[config.mk]
export PLATFORM = sky130hd
export DESIGN_NAME = dwell_hysteresis_level_governor_unit
export DESIGN_NICKNAME = d
export VERILOG_FILES = /design/src/hdl/dhlg_pkg.sv /design/src/hdl/dwell_hysteresis_level_governor_unit.sv
export SDC_FILE = /design/constraint.sdc
export NUM_CORES = 2
export LEC_CHECK = 0
export ABC_AREA = 1
export BUFFER_PORTS_ARGS = -buffer_cell sky130_fd_sc_hd__buf_4
export CAP_MARGIN = 20
export CORE_UTILIZATION = 35
export CTS_CLUSTER_SIZE = 14
export DETAILED_ROUTE_END_ITERATION = 6
export GPL_ROUTABILITY_DRIVEN = 1
export SETUP_SLACK_MARGIN = 0.5
export SYNTH_ARGS = -nofsm -noshare
export SYNTH_HDL_FRONTEND = slang
export SYNTH_SLANG_ARGS = --single-unit
[constraint.sdc]
create_clock -name clk -period 10.6 [get_ports clk]
set_clock_uncertainty 0.1 [all_clocks]
set_input_delay 2.12 -clock clk [delete_from_list [all_inputs] [get_ports clk]]
set_output_delay 2.12 -clock clk [all_outputs]
set_load 0.05 [all_outputs]
[src/hdl/dhlg_pkg.sv]
// ----------------------------------------------------------------------------
// dhlg_pkg
// Types, codes and constants shared by the dwell hysteresis level governor.
// ----------------------------------------------------------------------------
package dhlg_pkg;

  localparam int LEVEL_W = 3;

  localparam logic [LEVEL_W-1:0] TOP_LEVEL  = 3'd5;
  localparam logic [2:0]         BUDGET_MAX = 3'd5;
  localparam logic [63:0]        HOLD_MS    = 64'd10000;

  localparam logic [12:0] DWELL_CRITICAL   = 13'd400;
  localparam logic [12:0] DWELL_CORRECTIVE = 13'd600;
  localparam logic [12:0] DWELL_RAISE      = 13'd5000;

  localparam logic FUNC_EVAL = 1'b0;
  localparam logic FUNC_SYNC = 1'b1;

  localparam logic [10:0] LOAD_FULL = 11'd1024;

  typedef enum logic [2:0] {
    CFG_MIN_VALID_TARGET   = 3'd0,
    CFG_MAX_VALID_TARGET   = 3'd1,
    CFG_CORRECTIVE_RATE_Q8 = 3'd2,
    CFG_CRITICAL_RATE_Q8   = 3'd3,
    CFG_RELEASE_RATE_Q8    = 3'd4
  } cfg_index_t;

  typedef struct packed {
    logic        func;
    logic        actuator_ok;
    logic        pressure_active;
    logic [9:0]  target_rate;
    logic [17:0] measured_rate_q8;
    logic [63:0] now_ms;
    logic [2:0]  step_budget;
    logic        load_present;
    logic [10:0] load_q10;
    logic [2:0]  observed_level_in;
  } in_item_t;

  typedef struct packed {
    logic [LEVEL_W-1:0] level;
    logic               constrained;
    logic               accepted;
  } out_item_t;

  typedef struct packed {
    logic               enforcing;
    logic [LEVEL_W-1:0] active_level;
    logic [LEVEL_W-1:0] pending_level;
    logic [63:0]        pending_since;
    logic [63:0]        release_since;
    logic [63:0]        missing_since;
    logic [63:0]        last_time;
    logic [9:0]         last_target;
    logic [LEVEL_W-1:0] observed_level;
  } gov_state_t;

  // floor(load * 4999 / 1024000) for load in 0..1024, by threshold compare
  function automatic logic [2:0] load_reduction(input logic [10:0] load);
    logic [2:0] red;
    red = 3'd0;
    if (load >= 11'd205) red = 3'd1;
    if (load >= 11'd410) red = 3'd2;
    if (load >= 11'd615) red = 3'd3;
    if (load >= 11'd820) red = 3'd4;
    return red;
  endfunction

endpackage

[src/hdl/dwell_hysteresis_level_governor_unit.sv]
// ----------------------------------------------------------------------------
// dwell_hysteresis_level_governor_unit
// Governs a work level 1..5 from periodic rate samples with dwell hysteresis.
// ----------------------------------------------------------------------------
// The block takes one item per clock cycle unless in_stall is high and returns
// one result per item: an input register feeds the decision logic,
// which updates the governor state and loads the result register in the same
// cycle. in_stall rises only while the result register holds an item that
// out_stall keeps back and the input register is full. Configuration writes
// are always ready and take effect at the next edge.
module dwell_hysteresis_level_governor_unit
  import dhlg_pkg::*;
(
  input  logic       clk,
  input  logic       rst_n,
  input  logic       in_valid,
  output logic       in_stall,
  input  in_item_t   in_data,
  output logic       out_valid,
  input  logic       out_stall,
  output out_item_t  out_data,
  input  logic       cfg_valid,
  output logic       cfg_ready,
  input  logic [2:0] cfg_index,
  input  logic [17:0] cfg_data
);

  logic [9:0]  min_target_r, max_target_r;
  logic [17:0] corrective_r, critical_r, release_r;

  logic       s1_vld_r, out_vld_r;
  in_item_t   s1_data_r;
  out_item_t  out_data_r, res_nxt;
  gov_state_t state_r, state_nxt;
  logic       advance, in_take;

  logic [10:0]        load_sat;
  logic [2:0]         load_red;
  logic [LEVEL_W-1:0] load_tgt;

  logic                 invalid, time_back, hold_ok;
  logic [63:0]          since;
  logic [LEVEL_W-1:0]   act;
  logic                 go_cand, crit;
  logic [3:0]           attack;
  logic signed [4:0]    cand;
  logic [LEVEL_W-1:0]   cand_lvl;
  logic [12:0]          dwell;

  assign cfg_ready = 1'b1;
  assign advance   = s1_vld_r && (!out_vld_r || !out_stall);
  assign in_stall  = s1_vld_r && !advance;
  assign in_take   = in_valid && !in_stall;
  assign out_valid = out_vld_r;
  assign out_data  = out_data_r;

  assign load_sat = (s1_data_r.load_q10 > LOAD_FULL) ? LOAD_FULL : s1_data_r.load_q10;
  assign load_red = load_reduction(load_sat);

  always_comb begin
    if (!s1_data_r.load_present) begin
      load_tgt = TOP_LEVEL;
    end else if (LEVEL_W'(load_red) >= TOP_LEVEL) begin
      load_tgt = LEVEL_W'(1);
    end else begin
      load_tgt = TOP_LEVEL - LEVEL_W'(load_red);
    end
  end

  assign invalid = !s1_data_r.actuator_ok || (s1_data_r.target_rate == 10'd0) ||
                   (s1_data_r.target_rate < min_target_r) ||
                   (s1_data_r.target_rate > max_target_r) ||
                   (s1_data_r.step_budget < 3'd1) || (s1_data_r.step_budget > BUDGET_MAX);
  assign time_back = (state_r.last_time != 64'd0) && (s1_data_r.now_ms < state_r.last_time);

  always_comb begin
    state_nxt = state_r;
    res_nxt   = '0;
    since     = '0;
    hold_ok   = 1'b0;
    act       = '0;
    go_cand   = 1'b0;
    crit      = 1'b0;
    attack    = '0;
    cand      = '0;
    cand_lvl  = '0;
    dwell     = '0;
    if (s1_data_r.func == FUNC_SYNC) begin
      if (s1_data_r.observed_level_in >= LEVEL_W'(1) &&
          s1_data_r.observed_level_in <= TOP_LEVEL) begin
        if (!state_r.enforcing) state_nxt.observed_level = s1_data_r.observed_level_in;
        res_nxt.accepted = 1'b1;
      end
    end else if (invalid) begin
      state_nxt = '0;
    end else begin
      if (state_r.last_target != 10'd0 && state_r.last_target != s1_data_r.target_rate) begin
        state_nxt.pending_level = state_r.active_level;
        state_nxt.pending_since = s1_data_r.now_ms;
      end
      if (time_back) state_nxt = '0;
      state_nxt.last_target = s1_data_r.target_rate;
      state_nxt.last_time   = s1_data_r.now_ms;
      if (!s1_data_r.pressure_active || s1_data_r.measured_rate_q8 == 18'd0) begin
        // hold the active level while pressure or telemetry is missing, drop after HOLD_MS
        if (!s1_data_r.pressure_active) begin
          state_nxt.missing_since = '0;
          since = state_nxt.release_since;
        end else begin
          state_nxt.release_since = '0;
          since = state_nxt.missing_since;
        end
        if (state_nxt.enforcing) begin
          if (since == 64'd0) since = s1_data_r.now_ms;
          if (!s1_data_r.pressure_active) state_nxt.release_since = since;
          else state_nxt.missing_since = since;
          hold_ok = (s1_data_r.now_ms >= since) && ((s1_data_r.now_ms - since) < HOLD_MS);
          if (hold_ok) begin
            res_nxt.level       = state_nxt.active_level;
            res_nxt.constrained = 1'b1;
          end else begin
            state_nxt = '0;
          end
        end
      end else begin
        state_nxt.release_since = '0;
        state_nxt.missing_since = '0;
        go_cand = 1'b1;
        if (state_nxt.active_level == '0) begin
          state_nxt.pending_since = s1_data_r.now_ms;
          state_nxt.enforcing     = 1'b1;
          if (state_nxt.observed_level != '0) begin
            state_nxt.active_level  = state_nxt.observed_level;
            state_nxt.pending_level = state_nxt.observed_level;
          end else begin
            state_nxt.active_level  = TOP_LEVEL;
            state_nxt.pending_level = (load_tgt < TOP_LEVEL) ? load_tgt : TOP_LEVEL;
            res_nxt.level           = TOP_LEVEL;
            res_nxt.constrained     = 1'b1;
            go_cand                 = 1'b0;
          end
        end
        if (go_cand) begin
          act  = state_nxt.active_level;
          cand = $signed({2'b00, act});
          if (s1_data_r.measured_rate_q8 <= corrective_r && act > LEVEL_W'(1)) begin
            crit   = s1_data_r.measured_rate_q8 <= critical_r;
            attack = {1'b0, s1_data_r.step_budget} +
                     {3'b000, (crit && s1_data_r.step_budget > 3'd1)};
            if (attack > {1'b0, TOP_LEVEL}) attack = {1'b0, TOP_LEVEL};
            cand  = $signed({2'b00, act}) - $signed({1'b0, attack});
            dwell = crit ? DWELL_CRITICAL : DWELL_CORRECTIVE;
          end else if (s1_data_r.measured_rate_q8 >= release_r && act < TOP_LEVEL) begin
            cand  = $signed({2'b00, act}) + 5'sd1;
            dwell = DWELL_RAISE;
          end
          if ($signed({2'b00, load_tgt}) < cand) begin
            cand  = $signed({2'b00, load_tgt});
            dwell = (dwell == '0 || dwell > DWELL_CORRECTIVE) ? DWELL_CORRECTIVE : dwell;
          end
          if (cand < 5'sd1) cand_lvl = LEVEL_W'(1);
          else if (cand > $signed({2'b00, TOP_LEVEL})) cand_lvl = TOP_LEVEL;
          else cand_lvl = cand[LEVEL_W-1:0];
          if (cand_lvl != state_nxt.pending_level) begin
            state_nxt.pending_level = cand_lvl;
            state_nxt.pending_since = s1_data_r.now_ms;
          end else if (cand_lvl != act && s1_data_r.now_ms >= state_nxt.pending_since &&
                       (s1_data_r.now_ms - state_nxt.pending_since) >= {51'd0, dwell}) begin
            state_nxt.active_level  = cand_lvl;
            state_nxt.pending_level = cand_lvl;
            state_nxt.pending_since = s1_data_r.now_ms;
          end
          state_nxt.enforcing = 1'b1;
          res_nxt.level       = state_nxt.active_level;
          res_nxt.constrained = 1'b1;
        end
      end
    end
  end

  always_ff @(posedge clk) begin
    if (!rst_n) begin
      min_target_r <= 10'd30;
      max_target_r <= 10'd240;
      corrective_r <= 18'd14336;
      critical_r   <= 18'd11520;
      release_r    <= 18'd15616;
    end else if (cfg_valid && cfg_ready) begin
      unique case (cfg_index)
        CFG_MIN_VALID_TARGET:   min_target_r <= cfg_data[9:0];
        CFG_MAX_VALID_TARGET:   max_target_r <= cfg_data[9:0];
        CFG_CORRECTIVE_RATE_Q8: corrective_r <= cfg_data;
        CFG_CRITICAL_RATE_Q8:   critical_r   <= cfg_data;
        CFG_RELEASE_RATE_Q8:    release_r    <= cfg_data;
        default: ;
      endcase
    end
  end

  always_ff @(posedge clk) begin
    if (!rst_n) begin
      s1_vld_r  <= 1'b0;
      out_vld_r <= 1'b0;
      state_r   <= '0;
    end else begin
      if (in_take) s1_vld_r <= 1'b1;
      else if (advance) s1_vld_r <= 1'b0;
      if (advance) begin
        out_vld_r <= 1'b1;
        state_r   <= state_nxt;
      end else if (!out_stall) begin
        out_vld_r <= 1'b0;
      end
    end
  end

  always_ff @(posedge clk) begin
    if (in_take) s1_data_r <= in_data;
    if (advance) out_data_r <= res_nxt;
  end

  a_enforce_level: assert property (@(posedge clk) disable iff (!rst_n)
    state_r.enforcing |-> (state_r.active_level != '0 && state_r.active_level <= TOP_LEVEL))
    else $error("enforcing without a valid active level");

  a_idle_no_level: assert property (@(posedge clk) disable iff (!rst_n)
    !state_r.enforcing |-> state_r.active_level == '0)
    else $error("active level set while not enforcing");

  a_sync_result: assert property (@(posedge clk) disable iff (!rst_n)
    (out_vld_r && out_data_r.accepted) |-> (out_data_r.level == '0 && !out_data_r.constrained))
    else $error("sync result carries a level");

  a_constrained_level: assert property (@(posedge clk) disable iff (!rst_n)
    (out_vld_r && out_data_r.constrained) |-> out_data_r.level != '0)
    else $error("constrained result without a level");

  a_stall_only_full: assert property (@(posedge clk)
    in_stall |-> (s1_vld_r && out_vld_r && out_stall))
    else $error("input stalled while the pipeline can move");

endmodule

==> run metrics <==
setup ws final 1187 ps; cell types occupying the most area after synthesis dfxtp_1, nand2_1, edfxtp_1; share of post-route cells with drive strength above 1 8.522%; Pre-antenna DRT Iters 7; final net count 5992; Worst Path Arrival 9890 ps; I/O pins 147; overall die area 0.1049 mm^2; max-cap violations 0; detailed placement HPWL 89.97 mm; Hold Startpoint state_r[221]; Max FO, Critical Path 54; Tmin final 9413 ps; maximum frequency from static timing analysis 0.1062 GHz; main combinational cell family by area after synthesis simple AND/OR/NAND/NOR gates; total setup buffers inserted after CTS 0; clock latency of the later-clocked register in the worst-skew pair 710 ps; kind of launch point of the worst setup path flop; pin count of the biggest net entering global routing 132; count of cell types in the netlist 67; overall fraction of global-route tracks in use 23.25%; slowest stage cell, crit path edfxtp_1; RSZ-0062 raised after global routing false; Post-synth EDFFs 118; number of setup violations in the final report 0; starting density of the core 35.50%; beginning of the worst register-to-register path s1_data_r[80]; CTS HTree Levels 2; syn_nets 5922; Leak Pwr 0.01747 uW; number of hold-repair buffers added at the cts stage 0; Compound-Gate Fraction of Synth Area 17.19%; library cell appearing most often on the critical path nand2_1; placed standard-cell area 0.03903 mm^2; Floorplan Core Area 0.1022 mm^2; power density over the cells 135.5 mW/mm^2; proportion of synthesized area in mux cells 1.583%; via count of the first global-routing pass 34250; DR iter-0 viols 3262; final worst hold slack 360.5 ps; number of placement rows 117; leftover overflow at the end of global routing 0; number of max-slew violations in the final report 0; parity-gate share of the synthesized area counting xor and xnor cells 2.511%; wire length of the first global-routing pass 194.0 mm; remaining routing DRC violations 4; pre-CTS WS 1279 ps; worst voltage drop across the vdd grid 0.1507 mV; DR vias/cell 5.296; violated checks DRC; Final Power 5559 uW; crit path from s1_data_r[80]; maximum root-to-sink buffer count 3; number of buffers inserted during clock tree synthesis 58; synthesized instance count 5501; type of element capturing the critical path flop; number of port buffers 145; final instance area 0.04104 mm^2; final weighted congestion in routability-driven placement 0.9457; CTS Root Buffer Type clkbuf_16; cells resized by post-CTS repair 0; CTS sink cnt 470; share of synthesized cell area in and, or, nand and nor gates 30.33%; Die Span X 323.9 um; result of the run finished with violations; number of flip-flops and latches in the synthesized netlist 470; path category of the worst min-delay check flop to flop; TritonCTS clock tree built; FFs w/ async S/R, synth 0%; clock transition time at the flip-flop clock pins of the worst setup and hold paths 60 ps; total via count after detailed routing 37020; sequential-to-total area share from yosys stat 29.20%; most common flop cell mapped by yosys dfxtp_1; total routed wirelength 123.9 mm; number of antenna repair diodes 0; area grow syn2layout 13.14%; syn_area_per_cell 6.593 um^2; required time reported for the critical path endpoint 11080 ps; Wirelength per Cell 17.73 um; Slew HR 29.25%; Fin Setup TNS 0 ps; top-area cell type share of the netlist area 19.43%; stage delay of the slowest cell on the critical path 600 ps; leading area contributor after synthesis dfxtp_1; Tightest Pin Transition 1061 ps; Adder-Cell Fraction of Synth Area 9.749%; type of the worst setup path flop to flop; Post-DRT Antenna Nets 0; Die Ht 323.9 um; Cell Area, Synth 0.03627 mm^2; Hold Vio Cnt, Final 0; final worst path period share 88.80%; number of warnings issued by yosys 0; antenna violations before repair 4
[routing by layer]
layer  share of wire, %  vias to the layer above  global-route usage, %
met5                  0                        -                      0
met3                5.7                      158                  2.404
li1                   -                    18560                      -
met1                 45                    17220                  31.64
met2                 46                     1077                  38.49
met4                2.9                        0                  7.096
[layout make-up]
class | instances | area (um^2)
clock buffer | 71 | 1531
inverter | 599 | 2271
clock inverter | 39 | 444.2
fill | 10950 | 61140
sequential | 470 | 10590
timing repair buffer | 265 | 2187
multi-input combinational | 4177 | 22300
tap | 1368 | 1712
[path summary, 6_finish.rpt]
path | depth (start not counted) | slack [ps] | to
min reg2reg | 2 | 360 | state_r[221]
max | 48 | 1190 | state_r[200]
min | 2 | 360 | state_r[221]
max reg2reg | 48 | 1190 | state_r[200]
[cells in the mapped netlist, types with 9 or more instances]
cell type  number
nand2_1      1404
a21oi_1       611
inv_1         587
nand3_1       552
nor2_1        398
dfxtp_1       352
o21ai_0       326
ha_1          281
clkbuf_1      157
edfxtp_1      118
nand4_1        76
xnor2_1        54
mux2_2         51
xor2_1         50
o21ai_1        46
buf_2          44
a31oi_1        39
nor3_1         37
and2_1         36
o211ai_1       29
or2_2          27
buf_1          24
nor4_1         19
o21a_1         18
buf_4          16
a21o_1         12
buf_6          11
inv_2          11
o21bai_1       10
nand2_2         9
[layout by cell type, fill, tap and decap left out, types with 46 or more instances in the layout]
cell type	n
xor2_1	50
buf_4	248
o21ai_0	326
o21ai_1	46
ha_1	281
nand3_1	552
dfxtp_1	351
clkbuf_16	59
nand2_1	1403
inv_1	584
xnor2_1	54
mux2_2	51
edfxtp_1	118
nand4_1	76
nor2_1	398
a21oi_1	610
[where the power goes]
group | internal (uW) | leakage (uW) | switching, uW
registers | 1880 | 0.00400 | 38.8
clock network | 1200 | 0.000957 | 874
logic | 503 | 0.0125 | 1050
[sequential cells by signal (all words and copies together) (netlist names)]
name          cells
s1_vld_r          1
out_data          5
state_r         276
corrective_r     18
out_valid         1
min_target_r     10
critical_r       18
s1_data_r       113
max_target_r     10
release_r        18
[kinds of logic (layout without fill, tap and decap cells)]
kind of cell    after synthesis  after routing
compound gates             1153           1153
xor+xnor                    104            104
fa+ha+maj                   282            282
buf+inv                     854            974
flops                       470            470
mux                          51             51
other cells                   1              1
simple gates               2586           2586
[critical path, delay by kind of cell, from the launching register on]
kind | cells | cell delay (ps)
AND/OR/NAND/NOR | 29 | 4740
AO/OA/AOI/OAI | 9 | 1750
buffers and inverters | 7 | 1100
adder cells (fa/ha/maj) | 2 | 740
flip-flops | 1 | 600
XOR/XNOR | 1 | 230
[through the flow]
step,instances,util (%)
final,6989,40.16
after global routing,6989,40.16
after CTS,6987,40.14
after detailed placement,6877,38.20
after global placement,6877,38.20
after floorplan,5501,-
(Power assumes the default switching activity.)
